===== config.mk =====
export PLATFORM = sky130hd
export DESIGN_NAME = sdrp_mix
export DESIGN_NICKNAME = d
export VERILOG_FILES = /design/src/rtl/core/sdrp_pkg.sv /design/src/rtl/core/sdrp_mix.sv
export SDC_FILE = /design/constraint.sdc
export NUM_CORES = 1
export LEC_CHECK = 0
export BUFFER_PORTS_ARGS = -buffer_cell sky130_fd_sc_hd__clkbuf_2
export CORE_MARGIN = 3
export CORE_UTILIZATION = 30
export DETAILED_ROUTE_END_ITERATION = 10
export GPL_TIMING_DRIVEN = 0
export PLACE_DENSITY_LB_ADDON = 0.25
export REMOVE_ABC_BUFFERS = 1
export SLEW_MARGIN = 10
export SYNTH_ARGS = -nofsm -noshare
export SYNTH_HDL_FRONTEND = slang
export SYNTH_SLANG_ARGS = --single-unit

===== constraint.sdc =====
create_clock -name clk -period 4.8 [get_ports clk]
set_clock_uncertainty 0.05 [all_clocks]
set_input_delay 0.96 -clock clk [delete_from_list [all_inputs] [get_ports clk]]
set_output_delay 0.96 -clock clk [all_outputs]
set_load 0.05 [all_outputs]

===== src/rtl/core/sdrp_pkg.sv =====
// Shared types and constants for the straight-drive ramp profile unit.
package sdrp_pkg;

	// Field widths fixed by the register map and the beat formats
	localparam int DIST_W    = 23;
	localparam int PWR_W     = 7;
	localparam int GAIN_W    = 16;
	localparam int TIME_W    = 16;
	localparam int DIR_W     = 2;
	localparam int OUT_W     = 8;
	localparam int OUT_LIMIT = 127;
	localparam int FRAC_W    = 8;

	// Ramp fraction never exceeds the power span, so seven quotient bits suffice
	localparam int Q_W    = PWR_W;
	localparam int NUM_W  = DIST_W + PWR_W;
	localparam int SPAN_W = PWR_W + 1;
	localparam int RAMP_W = PWR_W + 3;

	// Configuration port
	localparam int IDX_W = 3;
	localparam int REG_W = DIST_W;

	typedef enum logic [IDX_W-1:0] {
		REG_DIRECTION,
		REG_TOTAL,
		REG_ACCEL,
		REG_DECEL,
		REG_MAX_POWER,
		REG_MIN_POWER,
		REG_DRIFT_GAIN,
		REG_TIMEOUT
	} reg_index_t;

	// Direction codes; any other code counts as reverse
	localparam logic [DIR_W-1:0] DIR_STOP = 2'b00;
	localparam logic [DIR_W-1:0] DIR_FWD  = 2'b01;

	// How the ramp power is formed for one beat
	typedef enum logic [1:0] {
		RAMP_DIV,
		RAMP_FLAT,
		RAMP_ZERO
	} ramp_mode_t;

	typedef struct packed {
		logic       done;
		logic       tout;
		ramp_mode_t mode;
	} item_ctrl_t;

	typedef struct packed {
		logic signed [DIR_W-1:0]  direction;
		logic [DIST_W-1:0]        total_distance;
		logic [DIST_W-1:0]        accel_distance;
		logic [DIST_W-1:0]        decel_start;
		logic [PWR_W-1:0]         max_power;
		logic [PWR_W-1:0]         min_power;
		logic signed [GAIN_W-1:0] drift_gain;
		logic [TIME_W-1:0]        timeout_ms;
	} cfg_t;

	localparam cfg_t CFG_RESET = '{
		direction:      2'sb01,
		total_distance: '0,
		accel_distance: 23'd1,
		decel_start:    '0,
		max_power:      7'd127,
		min_power:      '0,
		drift_gain:     '0,
		timeout_ms:     16'hFFFF
	};

endpackage


===== src/rtl/core/sdrp_mix.sv =====
// Back stages: ramp power and direction, drift correction, saturation to commands.
module sdrp_mix import sdrp_pkg::*; #(
	parameter int COUNT_WIDTH = 24,
	parameter int POWER_LIMIT = 127
) (
	input  logic                               clk,
	input  logic                               arst_n,
	input  cfg_t                               cfg,
	input  logic                               in_valid,
	output logic                               in_ready,
	input  logic [Q_W-1:0]                     quot,
	input  item_ctrl_t                         ctrl,
	input  logic signed [GAIN_W+COUNT_WIDTH:0] prod,
	output logic                               out_valid,
	input  logic                               out_ready,
	output logic signed [OUT_W-1:0]            left_power,
	output logic signed [OUT_W-1:0]            right_power,
	output logic                               finished,
	output logic                               timed_out
);

	localparam int PROD_W = GAIN_W + COUNT_WIDTH + 1;
	localparam int SUM_W  = PROD_W + 1;
	localparam int T_W    = SUM_W - FRAC_W;
	localparam int LIM_W  = 17;
	localparam logic signed [LIM_W-1:0] LIM = LIM_W'(POWER_LIMIT);

	logic v_s1, v_s2, v_s3;
	logic ld1, ld2, ld3;

	logic signed [SPAN_W-1:0] span_c;
	logic signed [RAMP_W-1:0] qv_c, ramp_c, lvl_c, cl_c, base_c;
	logic signed [LIM_W-1:0]  lvl_x, clx_c;
	logic signed [RAMP_W-1:0] base_s1;
	logic signed [PROD_W-1:0] prod_s1;
	logic                     done_s1, tout_s1;

	logic signed [SUM_W-1:0]  scaled_c;
	logic signed [SUM_W-1:0]  pl_s2, pr_s2;
	logic                     done_s2, tout_s2;

	logic signed [OUT_W-1:0]  left_s3, right_s3;
	logic                     done_s3, tout_s3;

	// Divide by 2^FRAC_W toward zero, then saturate to the command range
	function automatic logic signed [OUT_W-1:0] to_cmd(input logic signed [SUM_W-1:0] v);
		logic signed [T_W-1:0] t;
		logic                  rnd;
		t   = $signed(v[SUM_W-1:FRAC_W]);
		rnd = v[SUM_W-1] && (v[FRAC_W-1:0] != '0);
		if (rnd) t = t + T_W'(1);
		if (t > OUT_LIMIT) return OUT_W'(OUT_LIMIT);
		if (t < -OUT_LIMIT) return OUT_W'(-OUT_LIMIT);
		return t[OUT_W-1:0];
	endfunction

	// Advance a stage when it is empty or the one after it advances
	assign ld3      = !v_s3 || out_ready;
	assign ld2      = !v_s2 || ld3;
	assign ld1      = !v_s1 || ld2;
	assign in_ready = ld1;

	always_ff @(posedge clk or negedge arst_n) begin
		if (!arst_n) begin
			v_s1 <= 1'b0;
			v_s2 <= 1'b0;
			v_s3 <= 1'b0;
		end else begin
			if (ld1) v_s1 <= in_valid;
			if (ld2) v_s2 <= v_s1;
			if (ld3) v_s3 <= v_s2;
		end
	end

	// Ramp power: signed quotient, full span or nothing
	assign span_c = $signed({1'b0, cfg.max_power}) - $signed({1'b0, cfg.min_power});
	assign qv_c   = $signed(RAMP_W'(quot));

	always_comb begin
		case (ctrl.mode)
			RAMP_DIV:  ramp_c = span_c[SPAN_W-1] ? -qv_c : qv_c;
			RAMP_FLAT: ramp_c = RAMP_W'(span_c);
			default:   ramp_c = '0;
		endcase
	end

	// Add the floor, cap and apply direction
	assign lvl_c = $signed(RAMP_W'(cfg.min_power)) + ramp_c;
	assign lvl_x = LIM_W'(lvl_c);

	always_comb begin
		if (lvl_x > LIM) begin
			clx_c = LIM;
		end else if (lvl_x < -LIM) begin
			clx_c = -LIM;
		end else begin
			clx_c = lvl_x;
		end
		cl_c = clx_c[RAMP_W-1:0];
		case (cfg.direction)
			DIR_STOP: base_c = '0;
			DIR_FWD:  base_c = cl_c;
			default:  base_c = -cl_c;
		endcase
	end

	always_ff @(posedge clk) begin
		if (ld1) begin
			base_s1 <= base_c;
			prod_s1 <= prod;
			done_s1 <= ctrl.done;
			tout_s1 <= ctrl.tout;
		end
	end

	// Apply drift correction in Q8.8
	assign scaled_c = SUM_W'(base_s1) <<< FRAC_W;

	always_ff @(posedge clk) begin
		if (ld2) begin
			pl_s2   <= scaled_c - SUM_W'(prod_s1);
			pr_s2   <= scaled_c + SUM_W'(prod_s1);
			done_s2 <= done_s1;
			tout_s2 <= tout_s1;
		end
	end

	// Drop power once finished and hold the command beat
	always_ff @(posedge clk) begin
		if (ld3) begin
			left_s3  <= done_s2 ? '0 : to_cmd(pl_s2);
			right_s3 <= done_s2 ? '0 : to_cmd(pr_s2);
			done_s3  <= done_s2;
			tout_s3  <= tout_s2;
		end
	end

	assign out_valid   = v_s3;
	assign left_power  = left_s3;
	assign right_power = right_s3;
	assign finished    = done_s3;
	assign timed_out   = tout_s3;

endmodule


==> flow_metrics.env <==
export IMPL_ant_nets=0
export IMPL_grt_max_degree=25
export IMPL_drv_slew=0
export IMPL_ys_flop_type="edfxtp_1"
export IMPL_ys_ff_latch=159
export IMPL_synth_area_um2=11600
export IMPL_via_per_inst=4.98
export IMPL_reg2reg_depth=12
export IMPL_fin_area_um2=13600
export IMPL_status="finished, final reports clean"
export IMPL_min_path_type="in -> async"
export IMPL_drc=0
export IMPL_vias=9091
export IMPL_drt_initial_drc_count=629
export IMPL_drive_gt1_frac=0.169
export IMPL_port_buffers=91
export IMPL_die_h_um=202
export IMPL_p_leak_nw=5.39
export IMPL_grt_usage=0.139
export IMPL_tritoncts="yes"
export IMPL_critical_path_class="in -> reg"
export IMPL_synth_cell_types=84
export IMPL_core_area_um2=37800
export IMPL_path_clk_slew_ns=0.06
export IMPL_rows=71
export IMPL_htreeDepth=4
export IMPL_cts_path_max_buffers=2
export IMPL_clk_insertion_delay_late_ns=0.45
export IMPL_die_w_um=202
export IMPL_p_per_area_nw_per_um2=446
export IMPL_clockRootBuffer="clkbuf_16"
export IMPL_antenna_found_initial=0
export IMPL_final_common_cell="edfxtp_1"
export IMPL_ys_warn_count=0
export IMPL_hold_viol_final=0
export IMPL_peakVddDrop_mv=0.282
export IMPL_avgSynthCellArea_um2=9.69
export IMPL_fmax_mhz=209
export IMPL_maxCapViolCount=0
export IMPL_critical_path_startpoint="cfg[33]"
export IMPL_setup_viol=0
export IMPL_n_antenna_cell=0
export IMPL_synth_edff_count=156
export IMPL_total_power_mw=6.08
export IMPL_cp_arrival_ns=4.92
export IMPL_cp_end_kind="flip-flop"
export IMPL_worst_slew_pin_slew_ns=0.927
export IMPL_wl_mm=28.0
export IMPL_die_area_um2=40900
export IMPL_reg2reg_slack_ns=0.76
export IMPL_clock_sinks=159
export IMPL_nFillCells=3909
export IMPL_period_share=0.995
export IMPL_syn2layout_area_growth_pct=17.9
export IMPL_fin_nets=1560
export IMPL_grt_pass1_vias=8838
export IMPL_place_area_um2=12700
export IMPL_grt_pass1_wl_mm=46.0
export IMPL_async_reset_ff_frac=0.0189
export IMPL_reg2reg_to="pl_s2[40]"
export IMPL_fin_crit_ns=4.78
export IMPL_layout_common_cells="edfxtp_1 (156), nor2_1 (99), inv_1 (97)"
export IMPL_dp_hpwl_mm=22.4
export IMPL_wl_per_cell_um=15.3
export IMPL_reg2reg_from="base_s1[9]"
export IMPL_holdBufCountCts=0
export IMPL_start_kind="input port"
export IMPL_rsz0062_at_grt="true"
export IMPL_synth_seq_area_share=0.412
export IMPL_syn_inst=1193
export IMPL_crit_required_ns=4.95
export IMPL_io_pins=193
export IMPL_cp_max_fo=3
export IMPL_max_slew_margin_rel=0.382
export IMPL_drt_pass1_iter_count=5
export IMPL_cts_buffers=17
export IMPL_place_congestion=0.855
export IMPL_start_util=0.306
export IMPL_grt_overflow=0
## layer usage
layer	global-route usage	routed length, µm	share of wire
met5	0	0	0
met1	0.188	13400	0.48
met4	0.0448	524	0.019
met3	0.0250	908	0.032
met2	0.225	13100	0.47
## per-stage QoR
stage                     hold WS [ns]  std cells  utilization  setup WS [ns]  setup TNS [ns]
final                            0.250       1824        0.360         0.0234               0
after floorplan                  0.350       1164            -         -0.591           -2.61
after CTS                        0.227       1817        0.356        -0.0465         -0.0465
after global routing             0.242       1824        0.360         -0.157          -0.340
after global placement           0.352       1766        0.331          -1.29          -81.35
after detailed placement         0.356       1778        0.336          -1.31          -10.30
## Yosys cell counts, drive strengths merged (18+ instances only)
| master | instances | share of area |
|---|---|---|
| a21o | 18 | 0.012 |
| a21oi | 84 | 0.036 |
| a31oi | 18 | 0.0097 |
| clkbuf | 22 | 0.0071 |
| edfxtp | 156 | 0.41 |
| ha | 84 | 0.091 |
| inv | 98 | 0.032 |
| nand2 | 71 | 0.024 |
| nand2b | 22 | 0.012 |
| nand3 | 42 | 0.019 |
| nand4 | 21 | 0.012 |
| nor2 | 101 | 0.033 |
| nor3 | 43 | 0.020 |
| nor4 | 18 | 0.0097 |
| o21ai | 51 | 0.022 |
| o21bai | 22 | 0.015 |
| xnor2 | 76 | 0.058 |
| xor2 | 34 | 0.026 |
## repair_timing
action / in CTS / in global routing
buffers inserted: 7 / 7
endpoints found under the setup margin: 10 / 10
pin swaps: 17 / 18
gates resized for setup: 19 / 25
hold endpoints to repair: 0 / 0
## final cells by class
cell class	count	area, µm²	share of cell area
Timing Repair Buffer	117	779	0.0572
Inverter	99	379	0.0278
Clock inverter	15	174	0.0128
Clock buffer	17	425	0.0312
Multi-Input combinational cell	906	6470	0.475
Tap cell	511	639	0.0469
Sequential cell	159	4760	0.349
## where the power goes
group	switching, mW	internal (mW)
Clock	0.612	0.782
Combinational	1.35	0.930
Sequential	0.393	2.01
Total	2.36	3.73
## state kept, by name (all words and copies together) (netlist names)
name         flops
base_s1         10
done_s1          1
done_s2          1
finished         1
left_power       8
out_valid        1
pl_s2           42
pr_s2           41
prod_s1         41
right_power      8
timed_out        1
tout_s1          1
tout_s2          1
v_s1             1
v_s2             1
## kinds of logic after synthesis
logic type	count (synthesis)	share of synthesized area
buffers and inverters	128	0.0435
and+or+nand+nor	391	0.176
AOI/OAI and AO/OA	300	0.173
xor gates and xnor gates	110	0.0833
adders and majority gates	87	0.0961
muxes	18	0.0166
DFF	159	0.412
## worst max-delay path by stage
stage                      end  slack (ns)  cells after the start
detailed placement  base_s1[1]       -1.31                     24
global route        base_s1[1]       -0.16                     24
floorplan           base_s1[1]       -0.59                     23
CTS                 base_s1[1]       -0.05                     24
global placement    base_s1[1]       -1.29                     24
finish              base_s1[1]        0.02                     24
## critical path, stage by stage
cell and delay, ns:
clkbuf_16 0.11, inv_8 0.03, ha_4 0.24, nor2b_4 0.13, o21ai_2 0.07, a21oi_2 0.16, o21ai_2 0.07, a21o_1 0.21
nand2_2 0.09, mux2i_1 0.20, nor2_1 0.08, a21oi_2 0.13, nor2_2 0.07, fa_2 0.37, a21o_1 0.17, a21oi_2 0.17
o21bai_2 0.09, a21o_1 0.22, xor2_2 0.16, o31ai_1 0.24, o21bai_1 0.11, a211o_2 0.33, a22o_1 0.21, a221o_1 0.30
Power figures use the tool's default switching activity.
