[config.mk]
export PLATFORM = sky130hd
export DESIGN_NAME = sdrp_front
export DESIGN_NICKNAME = d
export VERILOG_FILES = /design/src/rtl/core/sdrp_pkg.sv /design/src/rtl/core/sdrp_front.sv
export SDC_FILE = /design/constraint.sdc
export NUM_CORES = 2
export LEC_CHECK = 0
export BUFFER_PORTS_ARGS = -buffer_cell sky130_fd_sc_hd__clkbuf_2
export CAP_MARGIN = 0
export CORE_MARGIN = 2
export CORE_UTILIZATION = 40
export DETAILED_ROUTE_END_ITERATION = 10
export GPL_TIMING_DRIVEN = 0
export PLACE_DENSITY = 0.57
export RECOVER_POWER = 50
export SETUP_SLACK_MARGIN = 0.4
export SLEW_MARGIN = 0
export SYNTH_ARGS = -nofsm -noshare
export SYNTH_HDL_FRONTEND = slang
export SYNTH_SLANG_ARGS = --single-unit
[constraint.sdc]
create_clock -name clk -period 12.7 [get_ports clk]
set_input_delay 3.175 -clock clk [delete_from_list [all_inputs] [get_ports clk]]
set_output_delay 3.175 -clock clk [all_outputs]
set_load 0.05 [all_outputs]
[src/rtl/core/sdrp_pkg.sv]
// Shared types and constants for the straight-drive ramp profile unit.
package sdrp_pkg;

	// Field widths fixed by the register map and the beat formats
	localparam int DIST_W    = 23;
	localparam int PWR_W     = 7;
	localparam int GAIN_W    = 16;
	localparam int TIME_W    = 16;
	localparam int DIR_W     = 2;
	localparam int OUT_W     = 8;
	localparam int OUT_LIMIT = 127;
	localparam int FRAC_W    = 8;

	// Ramp fraction never exceeds the power span, so seven quotient bits suffice
	localparam int Q_W    = PWR_W;
	localparam int NUM_W  = DIST_W + PWR_W;
	localparam int SPAN_W = PWR_W + 1;
	localparam int RAMP_W = PWR_W + 3;

	// Configuration port
	localparam int IDX_W = 3;
	localparam int REG_W = DIST_W;

	typedef enum logic [IDX_W-1:0] {
		REG_DIRECTION,
		REG_TOTAL,
		REG_ACCEL,
		REG_DECEL,
		REG_MAX_POWER,
		REG_MIN_POWER,
		REG_DRIFT_GAIN,
		REG_TIMEOUT
	} reg_index_t;

	// Direction codes; any other code counts as reverse
	localparam logic [DIR_W-1:0] DIR_STOP = 2'b00;
	localparam logic [DIR_W-1:0] DIR_FWD  = 2'b01;

	// How the ramp power is formed for one beat
	typedef enum logic [1:0] {
		RAMP_DIV,
		RAMP_FLAT,
		RAMP_ZERO
	} ramp_mode_t;

	typedef struct packed {
		logic       done;
		logic       tout;
		ramp_mode_t mode;
	} item_ctrl_t;

	typedef struct packed {
		logic signed [DIR_W-1:0]  direction;
		logic [DIST_W-1:0]        total_distance;
		logic [DIST_W-1:0]        accel_distance;
		logic [DIST_W-1:0]        decel_start;
		logic [PWR_W-1:0]         max_power;
		logic [PWR_W-1:0]         min_power;
		logic signed [GAIN_W-1:0] drift_gain;
		logic [TIME_W-1:0]        timeout_ms;
	} cfg_t;

	localparam cfg_t CFG_RESET = '{
		direction:      2'sb01,
		total_distance: '0,
		accel_distance: 23'd1,
		decel_start:    '0,
		max_power:      7'd127,
		min_power:      '0,
		drift_gain:     '0,
		timeout_ms:     16'hFFFF
	};

endpackage

[src/rtl/core/sdrp_front.sv]
// Front stages: average and drift, ramp region select, ramp and drift products.
module sdrp_front import sdrp_pkg::*; #(
	parameter int COUNT_WIDTH = 24
) (
	input  logic                          clk,
	input  logic                          arst_n,
	input  cfg_t                          cfg,
	input  logic                          in_valid,
	output logic                          in_ready,
	input  logic signed [COUNT_WIDTH-1:0] left_count,
	input  logic signed [COUNT_WIDTH-1:0] right_count,
	input  logic [TIME_W-1:0]             elapsed_ms,
	output logic                          out_valid,
	input  logic                          out_ready,
	output logic [NUM_W-1:0]              num,
	output logic [DIST_W-1:0]             den,
	output item_ctrl_t                    ctrl,
	output logic signed [GAIN_W+COUNT_WIDTH:0] prod
);

	localparam int CW     = COUNT_WIDTH;
	localparam int AW     = (CW > DIST_W) ? CW : DIST_W;
	localparam int PROD_W = GAIN_W + CW + 1;

	logic v_s1, v_s2, v_s3;
	logic ld1, ld2, ld3;

	// Stage 1 signals
	logic signed [CW:0] sum_c;
	logic [CW:0]        mag_c;
	logic signed [CW:0] drift_c;
	logic               tout_c;
	logic [CW-1:0]      avg_s1;
	logic signed [CW:0] drift_s1;
	logic               tout_s1;

	// Stage 2 signals
	logic [AW-1:0]     avg_x, total_x, accel_x, decel_x, left_x;
	logic [DIST_W:0]   fden_c;
	logic              done_c;
	logic [DIST_W-1:0] n_c, den_c;
	ramp_mode_t        mode_c;
	logic [DIST_W-1:0] n_s2, den_s2;
	ramp_mode_t        mode_s2;
	logic              done_s2, tout_s2;
	logic signed [CW:0] drift_s2;

	// Stage 3 signals
	logic signed [SPAN_W-1:0] span_c;
	logic [SPAN_W-1:0]        span_abs_c;
	logic [NUM_W-1:0]         num_c;
	logic signed [PROD_W-1:0] prod_c;
	logic [NUM_W-1:0]         num_s3;
	logic [DIST_W-1:0]        den_s3;
	item_ctrl_t               ctrl_s3;
	logic signed [PROD_W-1:0] prod_s3;

	// Advance a stage when it is empty or the one after it advances
	assign ld3      = !v_s3 || out_ready;
	assign ld2      = !v_s2 || ld3;
	assign ld1      = !v_s1 || ld2;
	assign in_ready = ld1;

	always_ff @(posedge clk or negedge arst_n) begin
		if (!arst_n) begin
			v_s1 <= 1'b0;
			v_s2 <= 1'b0;
			v_s3 <= 1'b0;
		end else begin
			if (ld1) v_s1 <= in_valid;
			if (ld2) v_s2 <= v_s1;
			if (ld3) v_s3 <= v_s2;
		end
	end

	// Average magnitude (truncated toward zero), drift and timeout
	assign sum_c   = (CW+1)'(left_count) + (CW+1)'(right_count);
	assign mag_c   = sum_c[CW] ? (CW+1)'(-sum_c) : (CW+1)'(sum_c);
	assign drift_c = (CW+1)'(left_count) - (CW+1)'(right_count);
	assign tout_c  = elapsed_ms > cfg.timeout_ms;

	always_ff @(posedge clk) begin
		if (ld1) begin
			avg_s1   <= mag_c[CW:1];
			drift_s1 <= drift_c;
			tout_s1  <= tout_c;
		end
	end

	// Pick the ramp region and the divide operands
	assign avg_x   = AW'(avg_s1);
	assign total_x = AW'(cfg.total_distance);
	assign accel_x = AW'(cfg.accel_distance);
	assign decel_x = AW'(cfg.decel_start);
	assign left_x  = total_x - avg_x;
	assign fden_c  = {1'b0, cfg.total_distance} - {1'b0, cfg.decel_start};
	assign done_c  = tout_s1 || (avg_x >= total_x);

	always_comb begin
		if (avg_x <= accel_x) begin
			n_c    = avg_x[DIST_W-1:0];
			den_c  = cfg.accel_distance;
			mode_c = (cfg.accel_distance == '0) ? RAMP_ZERO : RAMP_DIV;
		end else if (avg_x >= decel_x) begin
			n_c    = left_x[DIST_W-1:0];
			den_c  = fden_c[DIST_W-1:0];
			mode_c = (!fden_c[DIST_W] && (fden_c != '0)) ? RAMP_DIV : RAMP_ZERO;
		end else begin
			n_c    = '0;
			den_c  = cfg.accel_distance;
			mode_c = RAMP_FLAT;
		end
	end

	always_ff @(posedge clk) begin
		if (ld2) begin
			n_s2     <= n_c;
			den_s2   <= den_c;
			mode_s2  <= mode_c;
			done_s2  <= done_c;
			tout_s2  <= tout_s1;
			drift_s2 <= drift_s1;
		end
	end

	// Scale the distance by the span magnitude and the drift by the gain
	assign span_c     = $signed({1'b0, cfg.max_power}) - $signed({1'b0, cfg.min_power});
	assign span_abs_c = span_c[SPAN_W-1] ? SPAN_W'(-span_c) : SPAN_W'(span_c);
	assign num_c      = NUM_W'(n_s2) * NUM_W'(span_abs_c[PWR_W-1:0]);
	assign prod_c     = PROD_W'(cfg.drift_gain) * PROD_W'(drift_s2);

	always_ff @(posedge clk) begin
		if (ld3) begin
			num_s3       <= num_c;
			den_s3       <= den_s2;
			ctrl_s3.done <= done_s2;
			ctrl_s3.tout <= tout_s2;
			ctrl_s3.mode <= mode_s2;
			prod_s3      <= prod_c;
		end
	end

	assign out_valid = v_s3;
	assign num       = num_s3;
	assign den       = den_s3;
	assign ctrl      = ctrl_s3;
	assign prod      = prod_s3;

endmodule

==> results.md <==
- The flow ran to the end, but the final reports show violations.
- The final reports fail on capacitance limit, slew limit.
- The library cells used most frequently in the layout, excluding fill and tap cells, are sky130_fd_sc_hd__inv_1 (749), sky130_fd_sc_hd__fa_1 (497), sky130_fd_sc_hd__nand2_1 (398).
- The worst hold endpoint is drift_s2[2]$_DFFE_PP_.
- At the worst endpoint, the required time is 13,070 ps.
- The first routing iteration left around 1,600 violations.
- Counting every instance in the synthesized netlist gives about 3,600.
- The setup total negative slack is 0 ps.
- The maximum buffer depth of the clock tree is 3.
- The share of the cycle needed by the critical path after routing is 0.8423.
- The post-detailed-route via-to-cell ratio is between 4 and 5.
- The destination of the worst register-to-register timing path is prod[40]$_DFFE_PP_.
- The gate family responsible for the most delay along the worst path is adder cells.
- After synthesis the netlist holds a flip-flop and latch count of 226.
- Counting I/O delays and the setup requirement, the final critical path takes around 11,000 ps.
- The number of routed nets with antenna violations is 0.
- The max capacitance violation total is 2.
- In the final routed layout, each cell accounts on average for 18.24 um.
- The dominant combinational cell family by area after synthesis is adder cells.
- The die is between 200 and 300 um tall.
- Once the clock tree was built, the resizer swapped 0 gates to a different size.
- Detailed placement finished with a half-perimeter wire length of just under 80 mm.
- The via count of the first global-routing pass is 25,970.
- The endpoint arrival time on the critical path is roughly 11,000 ps.
- Compared with the post-synthesis result, the final layout area differs by 11.29%.
- The slack of the worst reg-to-reg path is 4590 ps.
- The worst setup path is captured at a flop.
- TritonCTS built the clock tree.
- The worst register-to-register path begins at drift_s2[15]$_DFFE_PP_.
- Yosys attributes the largest share of cell area to sky130_fd_sc_hd__fa_1 (29%), sky130_fd_sc_hd__edfxtp_1 (20%), sky130_fd_sc_hd__ha_1 (12%).
- Based on the critical path, the design can be clocked at up to 93.49 MHz.
- The number of antenna violations at the first check in global routing was 11.
- The total CTS buffers is 28.
- Port buffering added 282 buffers.
- Setup repair after global routing left no endpoint under its margin.
- The proportion of netlist area held by the largest area contributor is 0.2911.
- In the routed design, unresolved DRC markers number 0.
- The library cell contributing the largest single delay on the critical path is sky130_fd_sc_hd__nor3b_1.
- The count of endpoints failing hold in the final timing report is 0.
- The clock drives ~230 sinks.
- The number of H-tree levels is 1.
- For this design, the CTS-stage hold fixing added 0 buffers.
- The number of setup violations in the final report is 0.
- The fraction of the yosys area taken by sequential cells is 0.1981.
- Yosys mapped a number of flops with a built-in enable equal to around 220.
- The initial utilization of the core area, before any placement, comes to 0.4027.
- In the synthesized netlist the dominant register cell turns out to be sky130_fd_sc_hd__edfxtp_1.
- At the end of routability-driven placement, the weighted congestion stood at 0.9330.
- Detailed routing inserted a total of between 20,000 and 30,000 vias.
- The total nets after synthesis is roughly 4,600.
- The clock arrives with 44.40 ps of skew.
- In this run the mean area of a mapped cell was 9.478 um2.
- The largest single stage delay on the critical path is approximately 560 ps.
- After clock tree synthesis, the clock-pin slew on the worst setup and hold paths is ~60 ps.
- Measured against its own limit, the worst slew margin works out to -0.9653.
- The worst hold-check path type is reg2reg.
- Leaving out fill and tap cells, the most frequent cell in the layout is sky130_fd_sc_hd__inv_1.
- The worst path buffer plus inverter count is 6.
- The post-synthesis share of cell area spent on full adders, half adders and majority gates is 0.4138.
- The global-route wire length before repair is 146.5 mm.
- In this run the post-CTS setup repair buffer count came out at 0.
- The die covers 0.08780 mm2.
- The portion of synthesized area spent on multiplexers is 0.001977.
- Global routing finished with a remaining overflow of 0.
- The post-synthesis compound-gate area fraction is 0.09694.
- After synthesis, the netlist uses 88 different library cells.
- STA classifies the critical path startpoint as an input port.
- The floorplan die width is 296.3 um.
- The start point of the worst min-delay path is drift_s1[2]$_DFFE_PP_.
- Summing every instance area after synthesis gives ~0.034 mm2.
- For the worst-skew pair, the clock arrives at the later sink with an insertion delay of 620 ps.
- The worst hold path passes through 0 cells.
- In the final layout, the share of cells above drive strength 1 is 0.09701.
- The post-synthesis share of cell area spent on xor and xnor gates is 0.04507.
- Measured in cells, the most critical reg-to-reg path has a length of 23.
- The pin count of the biggest net entering global routing is 51.
- At the pin with the least slew margin, the transition time is 2948 ps.
- The region available for standard cell placement spans 0.08488 mm2.
- The worst setup path is of the in2reg kind.
- The count of warnings emitted by yosys is 0.
- Before antenna repair, the detailed router went through 5 iterations.
- The final max-slew violation count is about 100.
- The top-level port count is 285.
- The simple-gate portion of the synthesized area is 0.1489.
- The total detailed-routing wirelength is approximately 93 mm.
- The proportion of register bits with asynchronous set or reset after synthesis is 0.01327.
- The initialized floorplan defines ~110 standard-cell rows.
- The net count of the finished layout is between 4,000 and 5,000.
- Along the worst path, the maximum fanout reaches 10.
- The cell sitting at the root of the clock tree is a sky130_fd_sc_hd__clkbuf_16.
- The largest area contributor in the netlist is sky130_fd_sc_hd__fa_1.
- The overall track demand over capacity in global routing is 0.2168.
[cells in the mapped netlist (all sizes together) (14+ instances only)]
cell type / number
xnor2: 131
a21oi: 136
edfxtp: 223
nand3: 34
o21bai: 21
or3: 15
ha: 335
nand2: 398
nor2b: 45
a31oi: 24
and3: 14
fa: 497
nand2b: 85
nand4: 18
and2: 200
a21o: 62
xor2: 44
nor2: 120
clkbuf: 96
o21ai: 107
inv: 750
buf: 15
o21a: 30
nor3: 34
[area by class of cell]
cell class | count | area (um2)
fillers | 8381 | 46840
clock inverters | 20 | 261.5
repair buffers | 291 | 1439
clock buffers | 31 | 711.9
well taps | 1144 | 1431
multi-input cells | 2519 | 24150
plain buffers | 111 | 439.2
flip-flops and latches | 226 | 6771
diodes | 6 | 15.01
inverters | 750 | 2815
[worst max path at each step]
stage | start | end | slack (ps) | depth (start not counted)
final | cfg[33] | num[29]$_DFFE_PP_ | 2000 | 32
after global routing | cfg[33] | num[29]$_DFFE_PP_ | 1260 | 32
after CTS | cfg[33] | num[29]$_DFFE_PP_ | 1980 | 32
after detailed placement | cfg[33] | num[29]$_DFFE_PP_ | 1320 | 32
after global placement | cfg[33] | num[29]$_DFFE_PP_ | 1270 | 32
after floorplan | cfg[33] | num[29]$_DFFE_PP_ | 2760 | 32
[state kept, by name, summed over array words and instances, names as in the netlist, 4 cells and up]
name,flops
drift_s1,25
n_s2,23
drift_s2,25
avg_s1,24
ctrl,4
den_s2,23
den,23
num,30
prod,41
[kinds of logic after synthesis]
family	count (synthesis)
and+or+nand+nor	1016
buffers and inverters	861
adders and majority gates	832
AOI/OAI and AO/OA	490
DFF	226
xor gates and xnor gates	175
muxes	6
[per-stage QoR]
step / instance area [um2] / cells / hold WS [ps] / util / setup WS [ps]
after floorplan: 34180 / 3606 / 400.3 / - / 2755
after global placement: 37020 / 5032 / 401.1 / 0.4361 / 1266
after detailed placement: 37210 / 5041 / 404.5 / 0.4384 / 1316
after CTS: 38190 / 5092 / 387.1 / 0.4499 / 1975
after global routing: 38030 / 5096 / 405.2 / 0.4481 / 1264
final: 38040 / 5098 / 386.2 / 0.4481 / 2003
[routing by layer]
| metal | track usage | share of wire | vias to the layer above | wire length [um] |
|---|---|---|---|---|
| met5 | 0 | 0.00027 | - | 25 |
| met4 | 0.06442 | 0.031 | 4 | 2859 |
| met3 | 0.03302 | 0.064 | 156 | 5978 |
| met2 | 0.3451 | 0.45 | 684 | 41740 |
| met1 | 0.3058 | 0.46 | 12440 | 42390 |
| li1 | - | - | 12100 | - |
Power is not shown: default switching activity piles up to over one toggle a cycle in this logic, so the estimate is an artifact.
