===== config.mk =====
export PLATFORM = sky130hd
export DESIGN_NAME = sdrp_div
export DESIGN_NICKNAME = d
export VERILOG_FILES = /design/src/rtl/core/sdrp_pkg.sv /design/src/rtl/core/sdrp_div.sv
export SDC_FILE = /design/constraint.sdc
export NUM_CORES = 1
export LEC_CHECK = 0
export ABC_AREA = 1
export BUFFER_PORTS_ARGS = -buffer_cell sky130_fd_sc_hd__buf_2
export CAP_MARGIN = 40
export CORE_ASPECT_RATIO = 1.4
export CORE_MARGIN = 1
export CORE_UTILIZATION = 41
export CTS_BUF_LIST = sky130_fd_sc_hd__clkbuf_8
export DETAILED_ROUTE_END_ITERATION = 10
export PLACE_DENSITY_LB_ADDON = 0.05
export SLEW_MARGIN = 0
export SYNTH_ARGS = -nofsm -noshare
export SYNTH_HDL_FRONTEND = slang
export SYNTH_SLANG_ARGS = --single-unit

===== constraint.sdc =====
create_clock -name clk -period 14.8 [get_ports clk]
set_clock_uncertainty 0.2 [all_clocks]
set_input_delay 2.96 -clock clk [delete_from_list [all_inputs] [get_ports clk]]
set_output_delay 2.96 -clock clk [all_outputs]
set_load 0.03 [all_outputs]

===== src/rtl/core/sdrp_pkg.sv =====
// Shared types and constants for the straight-drive ramp profile unit.
package sdrp_pkg;

	// Field widths fixed by the register map and the beat formats
	localparam int DIST_W    = 23;
	localparam int PWR_W     = 7;
	localparam int GAIN_W    = 16;
	localparam int TIME_W    = 16;
	localparam int DIR_W     = 2;
	localparam int OUT_W     = 8;
	localparam int OUT_LIMIT = 127;
	localparam int FRAC_W    = 8;

	// Ramp fraction never exceeds the power span, so seven quotient bits suffice
	localparam int Q_W    = PWR_W;
	localparam int NUM_W  = DIST_W + PWR_W;
	localparam int SPAN_W = PWR_W + 1;
	localparam int RAMP_W = PWR_W + 3;

	// Configuration port
	localparam int IDX_W = 3;
	localparam int REG_W = DIST_W;

	typedef enum logic [IDX_W-1:0] {
		REG_DIRECTION,
		REG_TOTAL,
		REG_ACCEL,
		REG_DECEL,
		REG_MAX_POWER,
		REG_MIN_POWER,
		REG_DRIFT_GAIN,
		REG_TIMEOUT
	} reg_index_t;

	// Direction codes; any other code counts as reverse
	localparam logic [DIR_W-1:0] DIR_STOP = 2'b00;
	localparam logic [DIR_W-1:0] DIR_FWD  = 2'b01;

	// How the ramp power is formed for one beat
	typedef enum logic [1:0] {
		RAMP_DIV,
		RAMP_FLAT,
		RAMP_ZERO
	} ramp_mode_t;

	typedef struct packed {
		logic       done;
		logic       tout;
		ramp_mode_t mode;
	} item_ctrl_t;

	typedef struct packed {
		logic signed [DIR_W-1:0]  direction;
		logic [DIST_W-1:0]        total_distance;
		logic [DIST_W-1:0]        accel_distance;
		logic [DIST_W-1:0]        decel_start;
		logic [PWR_W-1:0]         max_power;
		logic [PWR_W-1:0]         min_power;
		logic signed [GAIN_W-1:0] drift_gain;
		logic [TIME_W-1:0]        timeout_ms;
	} cfg_t;

	localparam cfg_t CFG_RESET = '{
		direction:      2'sb01,
		total_distance: '0,
		accel_distance: 23'd1,
		decel_start:    '0,
		max_power:      7'd127,
		min_power:      '0,
		drift_gain:     '0,
		timeout_ms:     16'hFFFF
	};

endpackage


===== src/rtl/core/sdrp_div.sv =====
// Pipelined restoring divider: one quotient bit per stage, side data carried along.
module sdrp_div import sdrp_pkg::*; #(
	parameter int SIDE_W = 41
) (
	input  logic              clk,
	input  logic              arst_n,
	input  logic              in_valid,
	output logic              in_ready,
	input  logic [NUM_W-1:0]  num,
	input  logic [DIST_W-1:0] den,
	input  item_ctrl_t        ctrl,
	input  logic [SIDE_W-1:0] side,
	output logic              out_valid,
	input  logic              out_ready,
	output logic [Q_W-1:0]    quot,
	output item_ctrl_t        ctrl_out,
	output logic [SIDE_W-1:0] side_out
);

	// Stage registers
	logic [Q_W:1]      v_s;
	logic [DIST_W-1:0] rem_s  [1:Q_W];
	logic [Q_W-1:0]    low_s  [1:Q_W];
	logic [Q_W-1:0]    q_s    [1:Q_W];
	logic [DIST_W-1:0] den_s  [1:Q_W];
	item_ctrl_t        ctrl_s [1:Q_W];
	logic [SIDE_W-1:0] side_s [1:Q_W];

	// Values entering each stage and the step results
	logic [Q_W+1:1]    ld;
	logic [Q_W:1]      p_v;
	logic [DIST_W-1:0] p_rem  [1:Q_W];
	logic [Q_W-1:0]    p_low  [1:Q_W];
	logic [Q_W-1:0]    p_q    [1:Q_W];
	logic [DIST_W-1:0] p_den  [1:Q_W];
	item_ctrl_t        p_ctrl [1:Q_W];
	logic [SIDE_W-1:0] p_side [1:Q_W];
	logic [DIST_W:0]   trial  [1:Q_W];
	logic [DIST_W:0]   diff   [1:Q_W];
	logic [Q_W:1]      ge;
	logic [DIST_W-1:0] n_rem  [1:Q_W];

	// Ready chain and stage inputs; the quotient is below 2^Q_W, so the
	// upper numerator bits already form a remainder smaller than the divisor
	always_comb begin
		ld[Q_W+1] = out_ready;
		for (int k = Q_W; k >= 1; k--) begin
			ld[k] = !v_s[k] || ld[k+1];
		end

		p_v[1]    = in_valid;
		p_rem[1]  = num[NUM_W-1:Q_W];
		p_low[1]  = num[Q_W-1:0];
		p_q[1]    = '0;
		p_den[1]  = den;
		p_ctrl[1] = ctrl;
		p_side[1] = side;
		for (int k = 2; k <= Q_W; k++) begin
			p_v[k]    = v_s[k-1];
			p_rem[k]  = rem_s[k-1];
			p_low[k]  = low_s[k-1];
			p_q[k]    = q_s[k-1];
			p_den[k]  = den_s[k-1];
			p_ctrl[k] = ctrl_s[k-1];
			p_side[k] = side_s[k-1];
		end

		// Shift in the next numerator bit and subtract where it fits
		for (int k = 1; k <= Q_W; k++) begin
			trial[k] = {p_rem[k], p_low[k][Q_W-1]};
			diff[k]  = trial[k] - {1'b0, p_den[k]};
			ge[k]    = trial[k] >= {1'b0, p_den[k]};
			n_rem[k] = ge[k] ? diff[k][DIST_W-1:0] : trial[k][DIST_W-1:0];
		end
	end

	always_ff @(posedge clk or negedge arst_n) begin
		if (!arst_n) begin
			v_s <= '0;
		end else begin
			for (int k = 1; k <= Q_W; k++) begin
				if (ld[k]) v_s[k] <= p_v[k];
			end
		end
	end

	always_ff @(posedge clk) begin
		for (int k = 1; k <= Q_W; k++) begin
			if (ld[k]) begin
				rem_s[k]  <= n_rem[k];
				low_s[k]  <= {p_low[k][Q_W-2:0], 1'b0};
				q_s[k]    <= {p_q[k][Q_W-2:0], ge[k]};
				den_s[k]  <= p_den[k];
				ctrl_s[k] <= p_ctrl[k];
				side_s[k] <= p_side[k];
			end
		end
	end

	assign in_ready  = ld[1];
	assign out_valid = v_s[Q_W];
	assign quot      = q_s[Q_W];
	assign ctrl_out  = ctrl_s[Q_W];
	assign side_out  = side_s[Q_W];

endmodule


==> results.sh, run 1 <==
export IMPL_clkSinkCount=647
export IMPL_rows=122
export IMPL_synth_seq_cells=647
export IMPL_first_global_vias=24113
export IMPL_cp_start_kind="primary input"
export IMPL_fmax_mhz=101
export IMPL_cts_resized=0
export IMPL_final_common_cell="nand2_1"
export IMPL_fin_tns_setup_ns=0
export IMPL_hp_class="register to register"
export IMPL_finalSetupViolations=0
export IMPL_rr_startpoint="v_s[7]$_DFFE_PN0P_"
export IMPL_drc=0
export IMPL_regToRegSetupSlack_ns=9.95
export IMPL_ant_nets=0
export IMPL_drt_initial_drc_count=884
export IMPL_via_count=22777
export IMPL_port_buffers=155
export IMPL_post_route_period_util_pct=67.2
export IMPL_dieWidth_um=242
export IMPL_cts_buffers=99
export IMPL_min_path_cells=0
export IMPL_crit_type="primary input to output pin"
export IMPL_core_area_um2=79200
export IMPL_vdd_ir_drop_max_mv=0.0751
export IMPL_worstHoldStart="side_s[0][212]$_DFFE_PP_"
export IMPL_h_tree_depth=3
export IMPL_clockBufferDepth=3
export IMPL_ys_seq_area_share_pct=58.9
export IMPL_synth_cells=3439
export IMPL_final_cell_count_no_fill=4795
export IMPL_final_nets=3932
export IMPL_pin_count=156
export IMPL_power_density_nw_per_um2=192
export IMPL_rsz0062_at_grt="false"
export IMPL_syn_num_nets=3708
export IMPL_grt_antenna_before_repair=1
export IMPL_crit_start="out_ready"
export IMPL_totalWireLength_mm=81.2
export IMPL_cts_root_buf="clkbuf_8"
export IMPL_syn_avg_cell_area_um2=9.58
export IMPL_ys_flop_type="edfxtp_1"
export IMPL_hold_viol=0
export IMPL_place_congestion=0.936
export IMPL_syn2layout_area_growth_pct=11.4
export IMPL_drv_cap=0
export IMPL_end_kind="output pin"
export IMPL_outcome="finished clean"
export IMPL_yosysWarnings=0
export IMPL_dieArea_um2=81500
export IMPL_grt_pass1_wl_mm=126
export IMPL_arrival_ns=6.79
export IMPL_rr_worst_depth=11
export IMPL_slew_viol_final=0
export IMPL_die_h_um=337
export IMPL_cts_setup_buffers=0
export IMPL_hold_buffers=0
export IMPL_cp_required_ns=11.64
export IMPL_async_flop_share_pct=1.08
export IMPL_initial_utilization_pct=41.6
export IMPL_synth_cell_types=35
export IMPL_fin_crit_ns=9.95
export IMPL_avgRoutedWirePerCell_um=16.9
export IMPL_grt_ovfl_total=0
export IMPL_dp_cells=4616
export IMPL_vias_per_cell=4.75
export IMPL_netlist_area_um2=32900
export IMPL_dp_hpwl_mm=64.2
export IMPL_synth_enable_flop_cells=640
export IMPL_crit_reg2reg_capture="low_s[0][10]$_DFFE_PP_"
export IMPL_clock_latency_ns=0.73
export IMPL_leakage_nw=17.6
export IMPL_drive_above_1_share_pct=8.88
export IMPL_tritoncts="done"
export IMPL_cts_clk_slew_worst_paths_ns=0.06
export IMPL_grt_usage_pct=20.2
export IMPL_min_to="side_s[0][253]$_DFFE_PP_"
export IMPL_final_cell_mix="nand2_1, inv_1, edfxtp_1, nor2_1, nand3_1"
export IMPL_n_fill_cell=7597
export IMPL_grt_max_degree=66
export IMPL_cp_max_fo=54
export IMPL_worst_pin_slew_ns=0.820
export IMPL_max_slew_margin_pct=45.4
export IMPL_drt_first_pass_iters=5
## Yosys cell counts, types with 16 or more instances
cell      number  share of area, %
edfxtp_1     640                58
inv_1        718               8.2
nand3_1      163               2.5
nand3b_1      38              0.87
xor2_1        49               1.3
nor2_1       184               2.1
nor3_1        16              0.24
o21ai_1       70               1.1
nand2_1     1097                13
ha_1         161               6.1
a21oi_1       72               1.1
nand4_1      101               1.9
buf_6         17              0.58
## critical path, cell delays in order
cell,delay [ns]
buf_2,0.10
nor2_1,0.13
inv_2,0.04
buf_4,0.35
nor2_1,0.41
nand2_4,0.50
nor2_1,0.50
nand2_4,0.44
nor2_1,0.46
nand2_4,0.50
buf_2,0.36
## flip-flops by register name (all words and copies together) (netlist names)
signal,count
side_s,287
den_s,138
rem_s,138
ctrl_s,28
q_s,28
low_s,21
v_s,7
## worst max-delay path by stage
stage,to,slack [ns],cells past startpoint
after floorplan,in_ready,0.27,8
after global placement,in_ready,4.79,11
after detailed placement,in_ready,4.70,11
after CTS,in_ready,4.68,11
after global routing,in_ready,4.41,11
final,in_ready,4.85,11
## report_power, final
part	leakage (nW)	internal, mW	switching, mW	total [mW]
registers	6.65	2.68	0.204	2.88
logic	9.90	0.909	1.89	2.79
clock network	1.07	0.688	0.692	1.38
## cell families (layout without fill, tap and decap cells)
kind of cell,count (synthesis),in the layout,synth area share (%)
AO/OA/AOI/OAI,151,151,2.32
AND/OR/NAND/NOR,1660,1660,21.7
XOR/XNOR,55,55,1.46
buffers and inverters,759,1060,9.14
adder cells (fa/ha/maj),167,167,6.48
flip-flops,647,647,58.9
other,0,1,0
## area by class of cell
cell class | count | area (µm²) | area share [%]
flip-flops and latches | 647 | 19400 | 52.9
multi-input cells | 2033 | 10600 | 28.8
inverters | 719 | 2710 | 7.38
clock buffers | 99 | 1360 | 3.71
well taps | 1054 | 1320 | 3.60
repair buffers | 163 | 856 | 2.33
clock inverters | 79 | 484 | 1.32
diodes | 1 | 2.50 | 0.00682
## metal layers
layer / GRT usage [%] / share of wire (%)
met5: 0 / 0
met4: 13.4 / 6.5
met3: 2.76 / 2.8
met2: 41.0 / 56
met1: 18.4 / 35
## through the flow
stage	total power, mW	area, µm²	worst slack (ns)	hold slack [ns]	utilization (%)
after floorplan	4.96	32900	0.265	0.200	-
after global placement	5.68	34800	4.79	0.200	43.9
after detailed placement	5.73	34800	4.70	0.205	44.0
after CTS	7.15	36700	4.68	0.194	46.3
after global routing	7.63	36700	4.41	0.204	46.3
final	7.05	36700	4.85	0.196	46.3
No activity file was read; power rests on OpenSTA's default activity.
==> inputs of run 2 (changes only) <==
==> constraint.sdc (replaced) <==
create_clock -name clk -period 9.78 [get_ports clk]
set_clock_uncertainty 0.2 [all_clocks]
set_input_delay 1.956 -clock clk [delete_from_list [all_inputs] [get_ports clk]]
set_output_delay 1.956 -clock clk [all_outputs]
set_load 0.03 [all_outputs]
==> run 2 against run 1 <==
Count of clock-buffer cells in the layout up 2. Sequential cell count did not move. Worst hold slack gained 0.0057 ns. Routed wire length increased by 2.4%. Total power increased by 53%. Highest routed layer unchanged.
==> results.sh, run 2 (synthesis gave the netlist of run 1 again) <==
export IMPL_cp_max_fo=35
export IMPL_clock_latency_ns=0.74
export IMPL_h_tree_depth=3
export IMPL_clockBufferDepth=3
export IMPL_ant_nets=0
export IMPL_arrival_ns=4.92
export IMPL_vdd_ir_drop_max_mv=0.139
export IMPL_post_route_period_util_pct=72.3
export IMPL_cts_root_buf="clkbuf_8"
export IMPL_cp_required_ns=7.62
export IMPL_leakage_nw=17.7
export IMPL_postLayoutCellArea_um2=36800
export IMPL_rsz0062_at_grt="false"
export IMPL_dieArea_um2=81500
export IMPL_cp_start_kind="primary input"
export IMPL_vias_per_cell=4.78
export IMPL_hold_buffers=0
export IMPL_avgRoutedWirePerCell_um=17.3
export IMPL_crit_buf_inv=3
export IMPL_worst_pin_slew_ns=0.927
export IMPL_drc=0
export IMPL_drt_initial_drc_count=909
export IMPL_final_cell_mix="nand2_1, inv_1, edfxtp_1, nor2_1, nand3_1"
export IMPL_place_congestion=0.965
export IMPL_die_h_um=337
export IMPL_grt_antenna_before_repair=1
export IMPL_fmax_mhz=141
export IMPL_cpMaxStageDelayCell="nor2_1"
export IMPL_end_kind="output pin"
export IMPL_via_count=22908
export IMPL_crit_path_frequent_cell="nor2_1"
export IMPL_port_buffers=155
export IMPL_dp_hpwl_mm=65.0
export IMPL_multi_input_area_um2=10600
export IMPL_dp_cells=4617
export IMPL_slew_viol_final=0
export IMPL_min_path_cells=0
export IMPL_grt_pass1_wl_mm=128
export IMPL_crit_family="simple AND/OR/NAND/NOR gates"
export IMPL_cts_setup_buffers=0
export IMPL_cts_clk_slew_worst_paths_ns=0.06
export IMPL_tritoncts="done"
export IMPL_power_density_nw_per_um2=294
export IMPL_grt_max_degree=70
export IMPL_initial_utilization_pct=41.6
export IMPL_pin_count=156
export IMPL_top_register="side_s"
export IMPL_syn2layout_area_growth_pct=11.6
export IMPL_grt_ovfl_total=0
export IMPL_dpl_cell_area_um2=34900
export IMPL_grt_usage_pct=20.5
export IMPL_totalWireLength_mm=83.2
export IMPL_worst_path_stages=10
export IMPL_fin_tns_setup_ns=0
export IMPL_final_common_cell="nand2_1"
export IMPL_whs_ns=0.202
export IMPL_cts_buffers=99
export IMPL_largest_register_ffs=287
export IMPL_fin_crit_ns=7.08
export IMPL_hold_viol=0
export IMPL_outcome="finished clean"
export IMPL_cts_resized=0
export IMPL_first_global_vias=24212
export IMPL_finalSetupViolations=0
export IMPL_rr_worst_depth=11
export IMPL_path_cells="buf_2, nor2_1, inv_2, nor2_1, nand2_4, nor2_1, nand2_4, nor2_1, nand2_4, buf_2"
export IMPL_drive_above_1_share_pct=8.88
export IMPL_max_slew_margin_pct=38.2
export IMPL_dieWidth_um=242
export IMPL_n_fill_cell=7611
export IMPL_rows=122
export IMPL_final_cell_count_no_fill=4795
export IMPL_reg_top3="side_s x287, den_s x138, rem_s x138"
export IMPL_clkSinkCount=647
export IMPL_worst_path_largest_cell_delay_ns=0.45
export IMPL_crit_type="primary input to output pin"
export IMPL_core_area_um2=79200
export IMPL_drt_first_pass_iters=5
export IMPL_seq_area_um2=19400
export IMPL_drv_cap=0
export IMPL_final_nets=3933
export IMPL_hp_class="register to register"
[run 2: changes by cell type in the layout (fill, tap and decap cells not counted)]
cell and change:
buf_16 +1, bufinv_16 +2, clkbuf_8 +2, clkinv_1 +2
clkinv_4 -1, clkinvlp_4 -4, inv_1 -2, inv_12 -1
inv_8 +1
[run 2: worst paths after layout]
kind	startpoint	endpoint	slack, ns
min reg2reg	side_s[0][276]$_DFFE_PP_	side_s[0][317]$_DFFE_PP_	0.20
min in group asynchronous	arst_n	v_s[7]$_DFFE_PN0P_	0.86
max reg2reg	v_s[7]$_DFFE_PN0P_	low_s[0][10]$_DFFE_PP_	5.72
max	out_ready	in_ready	2.70
max in group asynchronous	arst_n	v_s[3]$_DFFE_PN0P_	8.34
min	side_s[0][276]$_DFFE_PP_	side_s[0][317]$_DFFE_PP_	0.20
[run 2: through the flow]
step           worst slack [ns]  total power, mW  util, %
2_1_floorplan            0.0687             7.50        -
3_3_place_gp               2.70             8.62     43.9
3_5_place_dp               2.55             8.70     44.0
4_1_cts                    2.54             10.9     46.4
5_1_grt                    2.38             11.6     46.4
6_report                   2.70             10.8     46.4
[run 2: power by group]
part	total, mW	switching, mW	internal [mW]	leakage [nW]
registers	4.36	0.313	4.05	6.65
logic	4.27	2.89	1.38	9.91
clock network	2.17	1.06	1.10	1.10
[run 2: per-layer routing]
layer	track usage, %	vias up	wire (µm)
met3	2.84	251	2310
met1	18.6	10591	29000
met5	0	-	0
met4	14.3	0	5610
met2	41.4	480	46200
li1	-	11586	-
[run 2: cell type report]
| type | count | share of cell area [%] |
|---|---|---|
| well taps | 1054 | 3.59 |
| clock buffers | 101 | 3.78 |
| repair buffers | 164 | 2.40 |
| inverters | 719 | 7.36 |
| clock inverters | 76 | 1.36 |
| diodes | 1 | 0.00681 |
| flip-flops and latches | 647 | 52.8 |
| multi-input cells | 2033 | 28.7 |
